## src/design/adcma_pkg.sv

```systemverilog
// Shared types and constants for the converter moving-average and stability block.
// Holds field widths, action and status codes, register indexes and the state type.
// No dependencies; every other design file imports this package.
`default_nettype none

package adcma_pkg;

   // Field widths of the transactions.
   localparam int LEVEL_W     = 10;
   localparam int CNT_W       = 4;
   localparam int CH_W        = 4;
   localparam int STATUS_W    = 2;
   localparam int CSR_IDX_W   = 1;
   localparam int CSR_DATA_W  = 10;
   localparam int REQ_TDATA_W = 16;
   localparam int RSP_TDATA_W = 24;

   // Reset values.
   localparam logic [LEVEL_W-1:0] START_LEVEL    = 10'd500;
   localparam logic [LEVEL_W-1:0] THRESH_RESET   = 10'd10;
   localparam logic [CNT_W-1:0]   DEBOUNCE_RESET = 4'd2;

   // Register indexes on the configuration port.
   localparam logic [CSR_IDX_W-1:0] CSR_THRESHOLD = 1'b0;
   localparam logic [CSR_IDX_W-1:0] CSR_DEBOUNCE  = 1'b1;

   // Channel status codes.
   localparam logic [STATUS_W-1:0] STATUS_STABLE   = 2'd0;
   localparam logic [STATUS_W-1:0] STATUS_UNSTABLE = 2'd1;
   localparam logic [STATUS_W-1:0] STATUS_INVALID  = 2'd2;

   // Request actions.
   typedef enum logic [1:0] {
      ACT_SAMPLE    = 2'd0,
      ACT_CONDITION = 2'd1,
      ACT_MONITOR   = 2'd2,
      ACT_READ      = 2'd3
   } action_type;

   // Sequencer states.
   typedef enum logic [3:0] {
      ST_CLEAR,
      ST_IDLE,
      ST_SMP_RD,
      ST_SMP_WR,
      ST_CND_RD,
      ST_CND_WIN,
      ST_CND_SUM,
      ST_CND_DIV,
      ST_MON_RD,
      ST_MON_WR,
      ST_REP_RD,
      ST_REP
   } state_type;

endpackage

`default_nettype wire

```

## src/design/adcma_div.sv

```systemverilog
// Window mean unit: floored division of a window sum by a constant depth.
// Uses a scaled reciprocal multiplication on a registered operand; uses adcma_pkg.
`default_nettype none

module adcma_div
   import adcma_pkg::*;
#(
   parameter int DIVIDEND_W = 13,
   parameter int DIVISOR    = 8
) (
   input  wire logic                  clock,
   input  wire logic                  reset,
   input  wire logic                  start,
   input  wire logic [DIVIDEND_W-1:0] dividend,
   output logic                       done,
   output logic      [LEVEL_W-1:0]    quotient
);

   // The reciprocal is rounded up and scaled by one more bit than the divisor
   // needs, which keeps the floored product exact over the whole dividend range.
   localparam int     SHIFT     = DIVIDEND_W + $clog2(DIVISOR);
   localparam int     RECIP_W   = DIVIDEND_W + 1;
   localparam int     PROD_W    = DIVIDEND_W + RECIP_W;
   localparam longint RECIP_VAL =
      ((longint'(1) << SHIFT) + longint'(DIVISOR) - longint'(1)) / longint'(DIVISOR);
   localparam logic [RECIP_W-1:0] RECIP = RECIP_W'(RECIP_VAL);

   logic [DIVIDEND_W-1:0] dividend_ff;
   logic                  done_ff;
   logic [PROD_W-1:0]     product;

   // The result is ready in the cycle after start.
   always_ff @(posedge clock) begin
      if (reset) begin
         done_ff <= 1'b0;
      end else begin
         done_ff <= start;
      end
   end

   // Operand register.
   always_ff @(posedge clock) begin
      if (start) begin
         dividend_ff <= dividend;
      end
   end

   // Multiply by the reciprocal and keep the integer part.
   assign product  = PROD_W'(dividend_ff) * PROD_W'(RECIP);
   assign done     = done_ff;
   assign quotient = product[SHIFT +: LEVEL_W];

endmodule

`default_nettype wire

```

## src/design/adcma_win_mem.sv

```systemverilog
// Window sample memory: one write port and one read port, registered read data.
// Holds every channel's ring window back to back; uses adcma_pkg.
`default_nettype none

module adcma_win_mem
   import adcma_pkg::*;
#(
   parameter int DEPTH = 32,
   parameter int AW    = 5
) (
   input  wire logic               clock,
   input  wire logic               wr_en,
   input  wire logic [AW-1:0]      wr_addr,
   input  wire logic [LEVEL_W-1:0] wr_data,
   input  wire logic               rd_en,
   input  wire logic [AW-1:0]      rd_addr,
   output logic      [LEVEL_W-1:0] rd_data
);

   logic [LEVEL_W-1:0] mem [DEPTH];
   logic [LEVEL_W-1:0] rd_data_ff;

   // Synchronous write and registered read.
   always_ff @(posedge clock) begin
      if (wr_en) begin
         mem[wr_addr] <= wr_data;
      end
      if (rd_en) begin
         rd_data_ff <= mem[rd_addr];
      end
   end

   assign rd_data = rd_data_ff;

endmodule

`default_nettype wire

```

## src/design/adc_moving_average_stability.sv

```systemverilog
// Multichannel converter conditioner: windowed mean per channel with stability debounce.
// Uses adcma_pkg, adcma_win_mem (window samples) and adcma_div (mean unit).
//
// Usage:
//   req channel: one transaction per action. req_tuser carries the action (sample,
//   condition tick, monitor tick, read); req_tdata carries channel and sample.
//   rsp channel: exactly one transaction per request, reporting the request's channel
//   after the action has taken effect (status 2 and zeros for a nonexistent channel).
//   csr channel: writes the threshold (index 0) and the debounce limit (index 1);
//   always ready, to be written while no request is in flight.
// Steps: a read or an invalid sample reads the channel state and loads the response;
//   a sample first reads and writes back the channel record; a monitor tick reads and
//   writes back each of the N channels in turn; a condition tick runs four steps per
//   channel: the state read, the window read, the running-sum update and the registered mean.
//   One request is worked on at a time; the next is taken once the response is in the
//   output register, even while the receiver stalls it.
// Reset: the block runs a clearing pass over all NUM_CHANNELS * WINDOW_DEPTH window slots
//   that fills window and channel state with their start values; req_tready stays low
//   until it ends. A stalled response holds in the output register and blocks only the
//   completion of the following request.
`default_nettype none

module adc_moving_average_stability
   import adcma_pkg::*;
#(
   parameter int NUM_CHANNELS = 4,
   parameter int WINDOW_DEPTH = 8
) (
   input  wire logic                   clock,
   input  wire logic                   reset,
   // Request: tdata = channel[3:0], sample[13:4], zero [15:14]
   input  wire logic                   req_tvalid,
   output logic                        req_tready,
   input  wire logic [REQ_TDATA_W-1:0] req_tdata,
   // Request: tuser = action[1:0]
   input  wire logic [1:0]             req_tuser,
   // Response: tdata = channel_average[9:0], channel_status[11:10],
   //           settled_value[21:12], zero [23:22]
   output logic                        rsp_tvalid,
   input  wire logic                   rsp_tready,
   output logic      [RSP_TDATA_W-1:0] rsp_tdata,
   // Configuration write
   input  wire logic                   csr_valid,
   output logic                        csr_ready,
   input  wire logic [CSR_IDX_W-1:0]   csr_index,
   input  wire logic [CSR_DATA_W-1:0]  csr_data
);

   localparam int POS_W     = (WINDOW_DEPTH > 1) ? $clog2(WINDOW_DEPTH) : 1;
   localparam int SUM_W     = LEVEL_W + $clog2(WINDOW_DEPTH);
   localparam int CH_AW     = (NUM_CHANNELS > 1) ? $clog2(NUM_CHANNELS) : 1;
   localparam int WIN_DEPTH = NUM_CHANNELS * WINDOW_DEPTH;
   localparam int WIN_AW    = (WIN_DEPTH > 1) ? $clog2(WIN_DEPTH) : 1;
   localparam logic [SUM_W-1:0]  SUM_RESET = SUM_W'(500 * WINDOW_DEPTH);
   localparam logic [WIN_AW-1:0] WIN_LAST  = WIN_AW'(WIN_DEPTH - 1);
   localparam logic [CH_AW-1:0]  CH_LAST   = CH_AW'(NUM_CHANNELS - 1);
   localparam logic [POS_W-1:0]  POS_LAST  = POS_W'(WINDOW_DEPTH - 1);

   // Per-channel state record held in the channel memory.
   typedef struct packed {
      logic [LEVEL_W-1:0] latest;
      logic [POS_W-1:0]   pos;
      logic [SUM_W-1:0]   sum;
      logic [LEVEL_W-1:0] mean;
      logic [LEVEL_W-1:0] ref_lvl;
      logic [CNT_W-1:0]   quiet;
      logic               unstable;
      logic [LEVEL_W-1:0] latched;
   } chan_rec_type;

   localparam chan_rec_type CHAN_RESET = '{
      latest:   START_LEVEL,
      pos:      '0,
      sum:      SUM_RESET,
      mean:     START_LEVEL,
      ref_lvl:  START_LEVEL,
      quiet:    '0,
      unstable: 1'b0,
      latched:  '0
   };

   // Registers.
   state_type           state_ff, state_in;
   logic [CH_W-1:0]     ch_ff, ch_in;
   logic [LEVEL_W-1:0]  smp_ff, smp_in;
   logic [CH_AW-1:0]    cidx_ff, cidx_in;
   logic [WIN_AW-1:0]   base_ff, base_in;
   logic [WIN_AW-1:0]   clr_ff, clr_in;
   logic [SUM_W-1:0]    sum_ff, sum_in;
   logic                rsp_valid_ff, rsp_valid_in;
   logic [RSP_TDATA_W-1:0] rsp_data_ff, rsp_data_in;
   logic [LEVEL_W-1:0]  thresh_ff;
   logic [CNT_W-1:0]    debounce_ff;

   // Channel memory ports.
   chan_rec_type        chan_ram [NUM_CHANNELS];
   chan_rec_type        chan_rd_ff;
   logic                chan_re, chan_we;
   logic [CH_AW-1:0]    chan_raddr, chan_waddr;
   chan_rec_type        chan_wdata;

   // Window memory ports.
   logic                win_we, win_re;
   logic [WIN_AW-1:0]   win_waddr, win_raddr;
   logic [LEVEL_W-1:0]  win_wdata, win_rd_data;
   logic [WIN_AW-1:0]   win_slot;

   // Mean unit.
   logic                div_start, div_done;
   logic [LEVEL_W-1:0]  div_quo;

   // Decoded request fields and helpers.
   logic [CH_W-1:0]     req_channel;
   logic [LEVEL_W-1:0]  req_sample;
   action_type          req_action;
   logic                req_ch_ok, ch_ok;
   logic [POS_W-1:0]    pos_next;
   chan_rec_type        mon_rec;
   logic [LEVEL_W-1:0]  mon_diff;
   logic [CNT_W:0]      mon_next;
   logic [STATUS_W-1:0] rep_status;

   assign req_channel = req_tdata[CH_W-1:0];
   assign req_sample  = req_tdata[CH_W +: LEVEL_W];
   assign req_action  = action_type'(req_tuser);
   assign req_ch_ok   = ({1'b0, req_channel} < (CH_W+1)'(NUM_CHANNELS));
   assign ch_ok       = ({1'b0, ch_ff} < (CH_W+1)'(NUM_CHANNELS));
   assign win_slot    = base_ff + WIN_AW'(chan_rd_ff.pos);
   assign pos_next    = (chan_rd_ff.pos == POS_LAST) ? '0 : chan_rd_ff.pos + POS_W'(1);

   // Monitor update of one channel record.
   always_comb begin
      mon_rec  = chan_rd_ff;
      mon_diff = (chan_rd_ff.mean >= chan_rd_ff.ref_lvl) ?
                 chan_rd_ff.mean - chan_rd_ff.ref_lvl : chan_rd_ff.ref_lvl - chan_rd_ff.mean;
      mon_next = {1'b0, chan_rd_ff.quiet} + (CNT_W+1)'(1);
      if (mon_diff < thresh_ff) begin
         if (mon_next > {1'b0, debounce_ff}) begin
            mon_rec.quiet    = '0;
            mon_rec.unstable = 1'b0;
            mon_rec.latched  = chan_rd_ff.mean;
         end else begin
            mon_rec.quiet = mon_next[CNT_W-1:0];
         end
      end else begin
         mon_rec.quiet    = '0;
         mon_rec.ref_lvl  = chan_rd_ff.mean;
         mon_rec.unstable = 1'b1;
      end
   end

   assign rep_status = chan_rd_ff.unstable ? STATUS_UNSTABLE : STATUS_STABLE;

   // Sequencer: next state, memory controls and response loading.
   always_comb begin
      state_in     = state_ff;
      ch_in        = ch_ff;
      smp_in       = smp_ff;
      cidx_in      = cidx_ff;
      base_in      = base_ff;
      clr_in       = clr_ff;
      sum_in       = sum_ff;
      rsp_valid_in = rsp_valid_ff && !rsp_tready;
      rsp_data_in  = rsp_data_ff;
      chan_re      = 1'b0;
      chan_raddr   = ch_ff[CH_AW-1:0];
      chan_we      = 1'b0;
      chan_waddr   = cidx_ff;
      chan_wdata   = chan_rd_ff;
      win_we       = 1'b0;
      win_waddr    = win_slot;
      win_wdata    = chan_rd_ff.latest;
      win_re       = 1'b0;
      win_raddr    = win_slot;
      div_start    = 1'b0;
      req_tready   = 1'b0;

      case (state_ff)
         ST_CLEAR: begin
            win_we    = 1'b1;
            win_waddr = clr_ff;
            win_wdata = START_LEVEL;
            if ({1'b0, clr_ff} < (WIN_AW+1)'(NUM_CHANNELS)) begin
               chan_we    = 1'b1;
               chan_waddr = clr_ff[CH_AW-1:0];
               chan_wdata = CHAN_RESET;
            end
            clr_in = clr_ff + WIN_AW'(1);
            if (clr_ff == WIN_LAST) begin
               state_in = ST_IDLE;
            end
         end
         ST_IDLE: begin
            req_tready = 1'b1;
            if (req_tvalid) begin
               ch_in   = req_channel;
               smp_in  = req_sample;
               cidx_in = '0;
               base_in = '0;
               case (req_action)
                  ACT_SAMPLE:    state_in = req_ch_ok ? ST_SMP_RD : ST_REP_RD;
                  ACT_CONDITION: state_in = ST_CND_RD;
                  ACT_MONITOR:   state_in = ST_MON_RD;
                  default:       state_in = ST_REP_RD;
               endcase
            end
         end
         // Sample: replace the channel's latest raw reading.
         ST_SMP_RD: begin
            chan_re  = 1'b1;
            state_in = ST_SMP_WR;
         end
         ST_SMP_WR: begin
            chan_we           = 1'b1;
            chan_waddr        = ch_ff[CH_AW-1:0];
            chan_wdata.latest = smp_ff;
            state_in          = ST_REP_RD;
         end
         // Condition tick: push the raw reading, update the running sum, divide.
         ST_CND_RD: begin
            chan_re    = 1'b1;
            chan_raddr = cidx_ff;
            state_in   = ST_CND_WIN;
         end
         ST_CND_WIN: begin
            win_re   = 1'b1;
            state_in = ST_CND_SUM;
         end
         ST_CND_SUM: begin
            win_we    = 1'b1;
            sum_in    = chan_rd_ff.sum - SUM_W'(win_rd_data) + SUM_W'(chan_rd_ff.latest);
            div_start = 1'b1;
            state_in  = ST_CND_DIV;
         end
         ST_CND_DIV: begin
            if (div_done) begin
               chan_we         = 1'b1;
               chan_wdata.mean = div_quo;
               chan_wdata.sum  = sum_ff;
               chan_wdata.pos  = pos_next;
               if (cidx_ff == CH_LAST) begin
                  state_in = ST_REP_RD;
               end else begin
                  cidx_in  = cidx_ff + CH_AW'(1);
                  base_in  = base_ff + WIN_AW'(WINDOW_DEPTH);
                  state_in = ST_CND_RD;
               end
            end
         end
         // Monitor tick: debounce each channel in turn.
         ST_MON_RD: begin
            chan_re    = 1'b1;
            chan_raddr = cidx_ff;
            state_in   = ST_MON_WR;
         end
         ST_MON_WR: begin
            chan_we    = 1'b1;
            chan_wdata = mon_rec;
            if (cidx_ff == CH_LAST) begin
               state_in = ST_REP_RD;
            end else begin
               cidx_in  = cidx_ff + CH_AW'(1);
               state_in = ST_MON_RD;
            end
         end
         // Report the requested channel once the output register is free.
         ST_REP_RD: begin
            chan_re  = 1'b1;
            state_in = ST_REP;
         end
         ST_REP: begin
            if (!rsp_valid_ff || rsp_tready) begin
               rsp_valid_in = 1'b1;
               if (ch_ok) begin
                  rsp_data_in = {2'b00, chan_rd_ff.latched, rep_status, chan_rd_ff.mean};
               end else begin
                  rsp_data_in = {2'b00, {LEVEL_W{1'b0}}, STATUS_INVALID, {LEVEL_W{1'b0}}};
               end
               state_in = ST_IDLE;
            end
         end
         default: begin
            state_in = ST_IDLE;
         end
      endcase
   end

   // Control registers.
   always_ff @(posedge clock) begin
      if (reset) begin
         state_ff     <= ST_CLEAR;
         clr_ff       <= '0;
         rsp_valid_ff <= 1'b0;
      end else begin
         state_ff     <= state_in;
         clr_ff       <= clr_in;
         rsp_valid_ff <= rsp_valid_in;
      end
   end

   // Payload registers.
   always_ff @(posedge clock) begin
      ch_ff       <= ch_in;
      smp_ff      <= smp_in;
      cidx_ff     <= cidx_in;
      base_ff     <= base_in;
      sum_ff      <= sum_in;
      rsp_data_ff <= rsp_data_in;
   end

   // Configuration registers.
   always_ff @(posedge clock) begin
      if (reset) begin
         thresh_ff   <= THRESH_RESET;
         debounce_ff <= DEBOUNCE_RESET;
      end else if (csr_valid) begin
         case (csr_index)
            CSR_THRESHOLD: thresh_ff   <= csr_data;
            CSR_DEBOUNCE:  debounce_ff <= csr_data[CNT_W-1:0];
            default: ;
         endcase
      end
   end

   // Channel state memory: one write and one registered read per cycle.
   always_ff @(posedge clock) begin
      if (chan_we) begin
         chan_ram[chan_waddr] <= chan_wdata;
      end
      if (chan_re) begin
         chan_rd_ff <= chan_ram[chan_raddr];
      end
   end

   adcma_win_mem #(
      .DEPTH (WIN_DEPTH),
      .AW    (WIN_AW)
   ) u_win_mem (
      .clock   (clock),
      .wr_en   (win_we),
      .wr_addr (win_waddr),
      .wr_data (win_wdata),
      .rd_en   (win_re),
      .rd_addr (win_raddr),
      .rd_data (win_rd_data)
   );

   adcma_div #(
      .DIVIDEND_W (SUM_W),
      .DIVISOR    (WINDOW_DEPTH)
   ) u_div (
      .clock    (clock),
      .reset    (reset),
      .start    (div_start),
      .dividend (sum_in),
      .done     (div_done),
      .quotient (div_quo)
   );

   assign rsp_tvalid = rsp_valid_ff;
   assign rsp_tdata  = rsp_data_ff;
   assign csr_ready  = 1'b1;

   // No request is taken while the clearing pass runs.
   a_clear_blocks: assert property (@(posedge clock) disable iff (reset)
      (state_ff == ST_CLEAR) |-> !req_tready)
      else $error("request accepted during clearing pass");

   // The mean unit only finishes while the sequencer waits for it.
   a_div_owner: assert property (@(posedge clock) disable iff (reset)
      div_done |-> (state_ff == ST_CND_DIV))
      else $error("divider result with no condition tick waiting");

   // A written quiet count never exceeds the debounce limit.
   a_quiet_bound: assert property (@(posedge clock) disable iff (reset)
      (state_ff == ST_MON_WR) |-> (chan_wdata.quiet <= debounce_ff))
      else $error("quiet count above debounce limit");

   // A response only appears after the report state.
   a_rsp_source: assert property (@(posedge clock) disable iff (reset)
      $rose(rsp_tvalid) |-> ($past(state_ff) == ST_REP))
      else $error("response raised outside report state");

endmodule

`default_nettype wire
```

## config.mk

```make
export PLATFORM = sky130hd
export DESIGN_NAME = adc_moving_average_stability
export DESIGN_NICKNAME = d
export VERILOG_FILES = /design/src/design/adcma_pkg.sv /design/src/design/adcma_div.sv /design/src/design/adcma_win_mem.sv /design/src/design/adc_moving_average_stability.sv
export SDC_FILE = /design/constraint.sdc
export NUM_CORES = 1
export LEC_CHECK = 0
export BUFFER_PORTS_ARGS = -buffer_cell sky130_fd_sc_hd__buf_2
export CORE_MARGIN = 2
export CORE_UTILIZATION = 60
export CTS_BUF_LIST = sky130_fd_sc_hd__clkbuf_4
export DETAILED_ROUTE_END_ITERATION = 8
export PLACE_DENSITY_LB_ADDON = 0.3
export SYNTH_ARGS = -nofsm -noshare
export SYNTH_HDL_FRONTEND = slang
export SYNTH_HIERARCHICAL = 1
export SYNTH_SLANG_ARGS = --single-unit
```

## constraint.sdc

```tcl
create_clock -name clock -period 5.8 [get_ports clock]
set_clock_uncertainty 0.2 [all_clocks]
set_input_delay 1.16 -clock clock [delete_from_list [all_inputs] [get_ports clock]]
set_output_delay 1.16 -clock clock [all_outputs]
set_load 0.005 [all_outputs]
```

==> impl_metrics.csv, run 1 <==
group,metric,value,unit
final_layout,fillCellCount,3422,
logic_synthesis,synth_top_area_share,67.7,%
clocking,htree_levels,4,
logic_synthesis,synth_flop_cell,"edfxtp_1",
final_layout,drive_gt1_share,21.5,%
timing,maxSlewViolCount,0,
logic_synthesis,netlist_area,30400,µm²
logic_synthesis,ys_seq_area_share,70.2,%
floorplanning,rows,82,
grt,grt_usage,24.6,%
grt,grt_max_degree,110,
clocking,cts_buffers,175,
timing,period_share,89.5,%
placed_design,hpwlAfterDp,37.6,mm
logic_synthesis,synth_cells,1882,
worst_setup_path,cp_slowest_cell,"a211oi_1",
grt,grt_overflow,0,
floorplanning,pin_count,61,
timing,fin_crit,5.19,ns
final_layout,final_cells,2863,
floorplanning,die_height,229,µm
timing,setup_viol,0,
logic_synthesis,ys_warn_count,6,
logic_synthesis,yosysUniqueCellTypes,69,
worst_setup_path,required,6.37,ns
timing,tightest_slew,1.30,ns
timing,slew_headroom,12.9,%
clocking,clock_path_buffers,3,
logic_synthesis,synth_async_sr_flop_share,0,%
placed_design,gp_congestion,0.877,
clocking,hold_buffers,0,
power_and_ir_drop,total_power,10.4,mW
logic_synthesis,yosys-top-cells-area,"edfxtp_1 68%, mux2i_1 6.2%, mux4_2 4.4%",
logic_synthesis,synth_area_leader_cell,"edfxtp_1",
worst_setup_path,max_stage_delay,0.50,ns
worst_setup_path,cpLargestDelayFamily,"compound AO/OA/AOI/OAI gates",
flow_run,maxCapViolCount,0,
placed_design,place_ws,0.611,ns
worst_setup_path,path_max_fanout,10,
timing,finalSetupTns,0,ns
worst_setup_path,start_kind,"register",
drt,wl_per_cell,22.0,µm
floorplanning,die_w,229,µm
clocking,root_buffer,"clkbuf_4",
drt,wl,62.9,mm
power_and_ir_drop,leakage,11.7,nW
grt,grt_pass1_wl,97.0,mm
grt,grt_pass1_vias,17482,
drt,drc,0,
worst_setup_path,critPathKind,"register to register",
logic_synthesis,synth_edf_count,685,
timing,setup_ws,0.609,ns
worst_setup_path,crit_chain,"inv_1 > ha_1 > inv_1 > fa_1 > a211oi_1 > o21bai_1 > o31ai_4 > a31oi_4 > mux2i_1 > xor2_1 > ha_1 > a21o_1 > a211oi_1 > a221oi_1 > a211oi_1 > nor3b_2 > buf_4 > mux2i_1",
drt,dr.pass1.iters,6,
run_status,status,"complete, no violations",
power_and_ir_drop,power_density,312,nW/µm²
drt,via_per_inst,6.01,
grt,antenna_found_initial,1,
clocking,cts_num_sinks,723,
power_and_ir_drop,vdd_drop_max,0.181,mV
floorplanning,start_util,60.7,%
placed_design,io_buffers,55,
clocking,cts-resized-gates,0,
timing,rsz0062_at_grt,"false",
clocking,cts_tree,"yes",
drt,ant_nets,0,
worst_setup_path,critPathCaptureType,"register",
final_layout,areaGrowthSynthToFinish,10.1,%
drt,vias,17215,
worst_setup_path,cp_data_arrival_time,5.77,ns
timing,hold_violations,0,
timing,fmax,193,MHz
floorplanning,core_area,50100,µm²
worst_setup_path,cpMostUsedCell,"a211oi_1",
floorplanning,fp.dieArea,52500,µm²
logic_synthesis,ys_ff_latch,723,
worst_setup_path,cp_num_buf_inv,3,
clocking,clk_pin_slew,0.07,ns
clocking,clk_latency,1.01,ns
placed_design,dp.cells,2548,
logic_synthesis,avgSynthCellArea,16.1,µm²
final_layout,nets,2152,
clocking,post_cts_buffers,0,
drt,drt_iter0_drc,1708,
worst_hold_path,min_path_type,"input pin to register",
## worst register-to-register path, stage by stage, from the launching register on
cell and delay (ns):
edfxtp_1 0.44, inv_1 0.19, ha_1 0.17, inv_1 0.06
fa_1 0.42, a211oi_1 0.23, o21bai_1 0.16, o31ai_4 0.29
a31oi_4 0.24, mux2i_1 0.23, xor2_1 0.18, ha_1 0.27
a21o_1 0.17, a211oi_1 0.23, a221oi_1 0.12, a211oi_1 0.50
nor3b_2 0.26, buf_4 0.26, mux2i_1 0.37
## worst paths after layout
path,startpoint,end,slack (ns),cells after the start
setup / recovery,chan_rd_ff[25],chan_ram[3][7],0.61,18
hold / removal,req_tdata[13],smp_ff[9],0.15,1
setup reg to reg,chan_rd_ff[25],chan_ram[3][7],0.61,18
hold reg to reg,sum_ff[0],sum_ff[0],0.26,2
## stage by stage
stage	util [%]	instance area (µm²)	hold WS, ns
finish	66.8	33500	0.150
global route	66.8	33500	0.0881
CTS	66.8	33500	0.0580
detailed placement	62.3	31200	0.252
global placement	62.3	31200	0.234
floorplan	-	30400	0.223
## report_power, final
group	leakage [nW]	switching [mW]	total, mW	internal, mW
combinational	4.03	0.230	0.323	0.0927
clock	1.37	1.97	4.22	2.25
sequential	6.30	0.0412	5.91	5.86
## cell type report
cell class | count | area [µm²] | area share, %
flip-flops and latches | 723 | 21300 | 63.7
multi-input cells | 985 | 8150 | 24.3
inverters | 85 | 319 | 0.953
repair buffers | 83 | 536 | 1.60
diodes | 2 | 5.00 | 0.0150
clock buffers | 270 | 2030 | 6.06
well taps | 672 | 841 | 2.51
clock inverters | 43 | 258 | 0.770
## registers in the layout (all words and copies together) (netlist names)
signal             cells
base_ff                2
ch_ff                  4
chan_ram             244
chan_rd_ff            61
cidx_ff                2
clr_ff                 5
debounce_ff            4
rsp_tdata             22
rsp_tvalid             1
smp_ff                10
state_ff               4
sum_ff                13
thresh_ff             10
u_div/dividend_ff     10
u_div/done             1
u_win_mem/mem        320
u_win_mem/rd_data     10
## kinds of logic (layout without fill, tap and decap cells)
group           count (synthesis)  after routing  share of synthesized area, %
buf+inv                       175            481                          3.27
flops                         723            723                          70.2
mux                           252            252                          10.9
other cells                     2              5                        0.0247
fa+ha+maj                      65             65                          2.97
compound gates                277            277                          6.41
xor+xnor                       18             18                         0.519
simple gates                  370            370                          5.74
## cell usage after synthesis (7+ instances only)
library cell / count
and2_1: 16
o21ai_0: 29
xor2_1: 9
buf_6: 7
a21o_1: 15
a22o_1: 37
edfxtp_1: 685
nor2b_1: 11
ha_1: 53
o31ai_1: 9
mux2i_1: 188
nor3_2: 9
nand2b_1: 13
nand3_1: 42
a21oi_1: 64
nor2_1: 99
mux4_2: 60
o21a_1: 10
xnor2_1: 9
nand2_1: 134
buf_4: 8
inv_1: 85
o211ai_1: 21
buf_2: 23
a211oi_1: 7
nand4_1: 13
clkbuf_1: 32
a31oi_1: 11
a22oi_1: 44
dfxtp_1: 38
buf_12: 13
fa_1: 12
## routing by layer
layer  part of all wire, %  track usage (%)
met1                    41             33.8
met5                  0.11             1.19
met4                   2.7             11.0
met3                   9.7             6.66
met2                    46             37.0
## placed cells by master, fill, tap and decap left out, drive strengths merged, types with 12 or more instances in the layout
cell type  instances
a21o              15
a21oi             64
a22o              37
a22oi             44
a31oi             12
and2              16
buf               83
clkbuf           270
clkinv            32
dfxtp             38
edfxtp           685
fa                12
ha                53
inv               91
mux2i            189
mux4              61
nand2            134
nand2b            13
nand3             42
nand4             13
nor2              99
nor2b             13
nor3              14
o211ai            21
o21ai             30
Power figures use the tool's default switching activity.
==> run 2, diff against run 1 <==
--- a/config.mk
+++ b/config.mk
@@ -11,6 +11,7 @@
 export CTS_BUF_LIST = sky130_fd_sc_hd__clkbuf_4
 export DETAILED_ROUTE_END_ITERATION = 8
 export PLACE_DENSITY_LB_ADDON = 0.3
+export RECOVER_POWER = 50
 export SYNTH_ARGS = -nofsm -noshare
 export SYNTH_HDL_FRONTEND = slang
 export SYNTH_HIERARCHICAL = 1
==> impl_metrics.csv, run 2 (synthesized netlist as in run 1, its figures left out) <==
group,metric,value,unit
final_layout,largest_register_ffs,320,
floorplanning,fp.dieArea,52500,µm²
drt,ant_nets,0,
worst_hold_path,min_path_type,"input pin to register",
timing,fin_crit,5.20,ns
timing,setup_viol,0,
timing,period_share,89.6,%
clocking,cts_tree,"yes",
worst_setup_path,required,6.38,ns
final_layout,nets,2152,
placed_design,dp.cells,2548,
timing,worst_hold_slack,0.142,ns
final_layout,largest-register,"u_win_mem/mem",
grt,antenna_found_initial,1,
final_layout,drive_gt1_share,20.0,%
floorplanning,pin_count,61,
run_status,failed_checks,"max-capacitance violations, max-slew violations",
power_and_ir_drop,leakage,11.6,nW
floorplanning,die_height,229,µm
drt,vias,17201,
placed_design,gp_congestion,0.877,
final_layout,final_cell_mix,"685 x edfxtp_1, 270 x clkbuf_4, 187 x mux2i_1",
drt,drc,0,
clocking,cts_num_sinks,723,
placed_design,io_buffers,55,
clocking,clk_pin_slew,0.07,ns
clocking,cts-resized-gates,0,
run_status,status,"finished with violations",
floorplanning,core_area,50100,µm²
floorplanning,rows,82,
power_and_ir_drop,total_power,10.4,mW
drt,via_per_inst,6.01,
grt,grt_overflow,0,
flow_run,maxCapViolCount,8,
grt,grt_max_degree,110,
clocking,cts_buffers,175,
grt,grt_pass1_vias,17482,
grt,grt_pass1_wl,97.0,mm
drt,wl,62.8,mm
clocking,clk_latency,1.02,ns
power_and_ir_drop,vdd_drop_max,0.181,mV
timing,fmax,192,MHz
clocking,post_cts_buffers,0,
final_layout,areaGrowthSynthToFinish,9.82,%
worst_setup_path,critPathKind,"register to register",
final_layout,final_cells,2863,
final_layout,final_common_cell,"edfxtp_1",
clocking,htree_levels,4,
drt,dr.pass1.iters,5,
clocking,clock_path_buffers,3,
clocking,hold_buffers,0,
clocking,root_buffer,"clkbuf_4",
timing,setup_ws,0.603,ns
worst_setup_path,path_max_fanout,10,
drt,drt_iter0_drc,1692,
placed_design,placed_area,31200,µm²
drt,wl_per_cell,21.9,µm
grt,grt_usage,24.6,%
floorplanning,start_util,60.7,%
timing,rsz0062_at_grt,"false",
timing,maxSlewViolCount,300,
timing,hold_violations,0,
final_layout,fillCellCount,3443,
power_and_ir_drop,power_density,313,nW/µm²
placed_design,place_ws,0.611,ns
timing,tightest_slew,4.06,ns
worst_setup_path,cp_data_arrival_time,5.78,ns
final_layout,final_core_util,66.6,%
worst_setup_path,start_kind,"register",
timing,finalSetupTns,0,ns
timing,slew_headroom,-171,%
worst_setup_path,critPathCaptureType,"register",
final_layout,largestRegisters,"u_win_mem/mem: 320 flops, chan_ram: 244 flops, chan_rd_ff: 61 flops",
final_layout,design_area,33400,µm²
placed_design,hpwlAfterDp,37.6,mm
floorplanning,die_w,229,µm
[run 2: changes by cell type in the layout (fill, tap and decap cells not counted), moves of 3 or more]
cell,before,now
clkbuf_1,0,27
buf_2,55,40
buf_4,24,11
and2_0,0,8
and2_1,14,6
nor2b_1,7,10
[run 2: worst max-delay path, stage by stage, from the launching register on]
cell and delay (ns):
edfxtp_1 0.44, inv_1 0.19, ha_1 0.17, inv_1 0.06, fa_1 0.42, a211oi_1 0.22
o21bai_1 0.16, o31ai_4 0.29, a31oi_4 0.24, mux2i_1 0.23, xor2_1 0.18, ha_1 0.27
a21o_1 0.17, a211oi_1 0.23, a221oi_1 0.12, a211oi_1 0.51, nor3b_2 0.26, buf_4 0.26
mux2i_1 0.36
[run 2: layer usage]
metal	wire [µm]	global-route usage [%]
met1	26100	33.8
met2	29000	37.0
met3	5930	6.66
met4	1690	11.0
met5	82	1.19
[run 2: final cells by class]
| class | instances | area [µm²] | share of cell area (%) |
|---|---|---|---|
| multi-input cells | 985 | 8120 | 24.3 |
| clock buffers | 270 | 2030 | 6.07 |
| repair buffers | 83 | 469 | 1.41 |
| flip-flops and latches | 723 | 21300 | 63.9 |
| well taps | 672 | 841 | 2.52 |
| diodes | 2 | 5.00 | 0.0150 |
| inverters | 85 | 319 | 0.956 |
| clock inverters | 43 | 258 | 0.772 |
[run 2: final timing paths]
path / from / depth (start not counted) / endpoint / slack (ns)
max reg2reg: chan_rd_ff[25] / 18 / chan_ram[3][7] / 0.60
max: chan_rd_ff[25] / 18 / chan_ram[3][7] / 0.60
min: req_tdata[13] / 1 / smp_ff[9] / 0.14
min reg2reg: sum_ff[0] / 2 / sum_ff[0] / 0.26
[run 2: power by group]
| group | internal [mW] | switching [mW] |
|---|---|---|
| Sequential | 5.86 | 0.0411 |
| Combinational | 0.0907 | 0.229 |
| Clock | 2.25 | 1.97 |
==> run 3, diff against run 2 <==
--- a/config.mk
+++ b/config.mk
@@ -8,7 +8,6 @@
 export BUFFER_PORTS_ARGS = -buffer_cell sky130_fd_sc_hd__buf_2
 export CORE_MARGIN = 2
 export CORE_UTILIZATION = 60
-export CTS_BUF_LIST = sky130_fd_sc_hd__clkbuf_4
 export DETAILED_ROUTE_END_ITERATION = 8
 export PLACE_DENSITY_LB_ADDON = 0.3
 export RECOVER_POWER = 50
==> impl_metrics.csv, run 3 (synthesized netlist as in run 1, its figures left out) <==
group,metric,value,unit
grt,grt_overflow,0,
placed_design,placed_area,31200,µm²
worst_setup_path,start_kind,"register",
placed_design,gp_congestion,0.877,
worst_setup_path,cpMostUsedCell,"a211oi_1",
grt,grt_pass1_wl,96.5,mm
drt,wl_per_cell,23.3,µm
clocking,post_cts_buffers,0,
timing,setup_viol,0,
floorplanning,fp.dieArea,52500,µm²
worst_setup_path,crit_chain,"inv_1 > ha_1 > inv_1 > fa_1 > a211oi_1 > o21bai_1 > o31ai_4 > a31oi_4 > mux2i_1 > xor2_1 > ha_1 > a21o_1 > a211oi_1 > a221oi_1 > a211oi_1 > nor3b_2 > buf_4 > mux2i_1",
timing,slew_headroom,-38.2,%
timing,fmax,190,MHz
grt,grt_pass1_vias,16713,
power_and_ir_drop,combinationalPowerShare,3.0,%
clocking,clk_pin_slew,0.06,ns
floorplanning,pin_count,61,
clocking,cts_num_sinks,723,
worst_setup_path,r2r_start,"chan_rd_ff[25]",
power_and_ir_drop,leakage,11.3,nW
placed_design,hpwlAfterDp,37.6,mm
final_layout,final_cell_mix,"685 x edfxtp_1, 187 x mux2i_1, 134 x nand2_1",
floorplanning,start_util,60.7,%
drt,ant_nets,0,
worst_setup_path,critPathKind,"register to register",
power_and_ir_drop,power_switching,2.23,mW
drt,drc,0,
timing,hold_violations,0,
run_status,failed_checks,"max-capacitance violations, max-slew violations",
run_status,status,"finished with violations",
clocking,clock_path_buffers,3,
worst_setup_path,worstSetupEndpoint,"chan_ram[0][7]",
timing,period_share,90.9,%
worst_setup_path,critPathCaptureType,"register",
clocking,root_buffer,"clkbuf_16",
clocking,cts_tree,"yes",
floorplanning,die_height,229,µm
worst_hold_path,min_path_type,"register to register",
power_and_ir_drop,vdd_drop_max,0.269,mV
timing,setup_ws,0.530,ns
timing,fin_crit,5.27,ns
final_layout,largest-register,"u_win_mem/mem",
drt,wl,62.5,mm
worst_setup_path,path_max_fanout,10,
clocking,cts_buffers,73,
clocking,clk_latency,0.64,ns
power_and_ir_drop,switching_share,21.0,%
clocking,hold_buffers,0,
clocking,htree_levels,3,
floorplanning,die_w,229,µm
final_layout,final_cells,2678,
power_and_ir_drop,power_density,319,nW/µm²
placed_design,dp.cells,2548,
timing,finalSetupTns,0,ns
drt,via_per_inst,6.16,
worst_setup_path,rr_worst_depth,18,
worst_setup_path,cp_slowest_cell,"a211oi_1",
final_layout,largestRegisters,"u_win_mem/mem: 320 flops, chan_ram: 244 flops, chan_rd_ff: 61 flops",
final_layout,design_area,33300,µm²
timing,maxSlewViolCount,300,
flow_run,maxCapViolCount,8,
floorplanning,rows,82,
drt,drt_iter0_drc,1835,
power_and_ir_drop,p_int,8.38,mW
placed_design,place_ws,0.611,ns
grt,antenna_found_initial,0,
final_layout,nets,2050,
worst_setup_path,crit_path_start,"chan_rd_ff[25]",
worst_setup_path,r2r_slack,0.53,ns
floorplanning,core_area,50100,µm²
drt,vias,16507,
worst_setup_path,required,6.01,ns
drt,dr.pass1.iters,7,
worst_setup_path,r2r_end,"chan_ram[0][7]",
clocking,cts-resized-gates,0,
worst_setup_path,max_stage_delay,0.54,ns
timing,tightest_slew,2.07,ns
placed_design,io_buffers,55,
final_layout,n_antenna_cell,0,
grt,grt_max_degree,110,
timing,rsz0062_at_grt,"false",
final_layout,largest_register_ffs,320,
worst_setup_path,cp_data_arrival_time,5.48,ns
grt,grt_usage,24.2,%
final_layout,drive_gt1_share,12.5,%
final_layout,areaGrowthSynthToFinish,9.58,%
final_layout,final_common_cell,"edfxtp_1",
power_and_ir_drop,clkPwrFrac,41.3,%
power_and_ir_drop,seq_power_share,55.7,%
[run 3: changes by cell type in the layout (fill, tap and decap cells not counted), moves of 2 or more]
cell / previous run / this run
clkbuf_4: 270 / 0
clkbuf_16: 0 / 73
clkbuf_1: 27 / 45
clkinv_1: 28 / 13
clkinv_2: 4 / 12
inv_2: 5 / 0
inv_16: 0 / 3
bufinv_16: 3 / 1
clkbuf_8: 0 / 2
diode_2: 2 / 0
inv_6: 1 / 3
[run 3: layout make-up]
cell class              instances  area, µm²
flip-flops and latches        723      21300
multi-input cells             985       8120
clock buffers                  93       1920
well taps                     672        841
clock inverters                37        295
fillers                      3390      16800
inverters                      85        319
repair buffers                 83        469
[run 3: power by group through the flow]
stage	Sequential (mW)	Combinational, mW	Clock, mW
after floorplan	6.01	0.196	0
after global placement	6.01	0.315	0
after detailed placement	6.02	0.326	0
after CTS	5.91	0.327	4.45
after global routing	5.92	0.349	4.65
final	5.91	0.320	4.38
[run 3: how the worst min path moves through the flow]
stage,start,end,slack [ns],depth (start not counted)
after global routing,thresh_ff[6],thresh_ff[6],0.27,2
after CTS,sum_ff[0],sum_ff[0],0.26,2
after floorplan,sum_ff[0],sum_ff[0],0.22,2
after global placement,sum_ff[0],sum_ff[0],0.23,2
after detailed placement,sum_ff[0],sum_ff[0],0.25,2
final,sum_ff[0],sum_ff[0],0.27,2
[run 3: worst max-delay path, delay by kind of cell (launching register included)]
kind / cells / cell delay, ns
muxes: 2 / 0.59
xor gates and xnor gates: 1 / 0.19
adders and majority gates: 3 / 0.86
DFF: 1 / 0.44
AOI/OAI and AO/OA: 8 / 2.00
buffers and inverters: 3 / 0.52
and+or+nand+nor: 1 / 0.27
[run 3: layer usage]
metal | wire length [µm] | track usage, %
met2 | 29200 | 37.9
met5 | 0 | 0
met3 | 5130 | 4.54
met1 | 26700 | 34.9
met4 | 1390 | 7.93
[run 3: metrics by stage]
| step | utilization [%] | hold WS [ns] | total power [mW] |
|---|---|---|---|
| after floorplan | - | 0.223 | 6.21 |
| after global placement | 62.3 | 0.234 | 6.32 |
| after detailed placement | 62.3 | 0.252 | 6.34 |
| after CTS | 66.7 | 0.263 | 10.7 |
| after global routing | 66.5 | 0.274 | 10.9 |
| final | 66.5 | 0.267 | 10.6 |
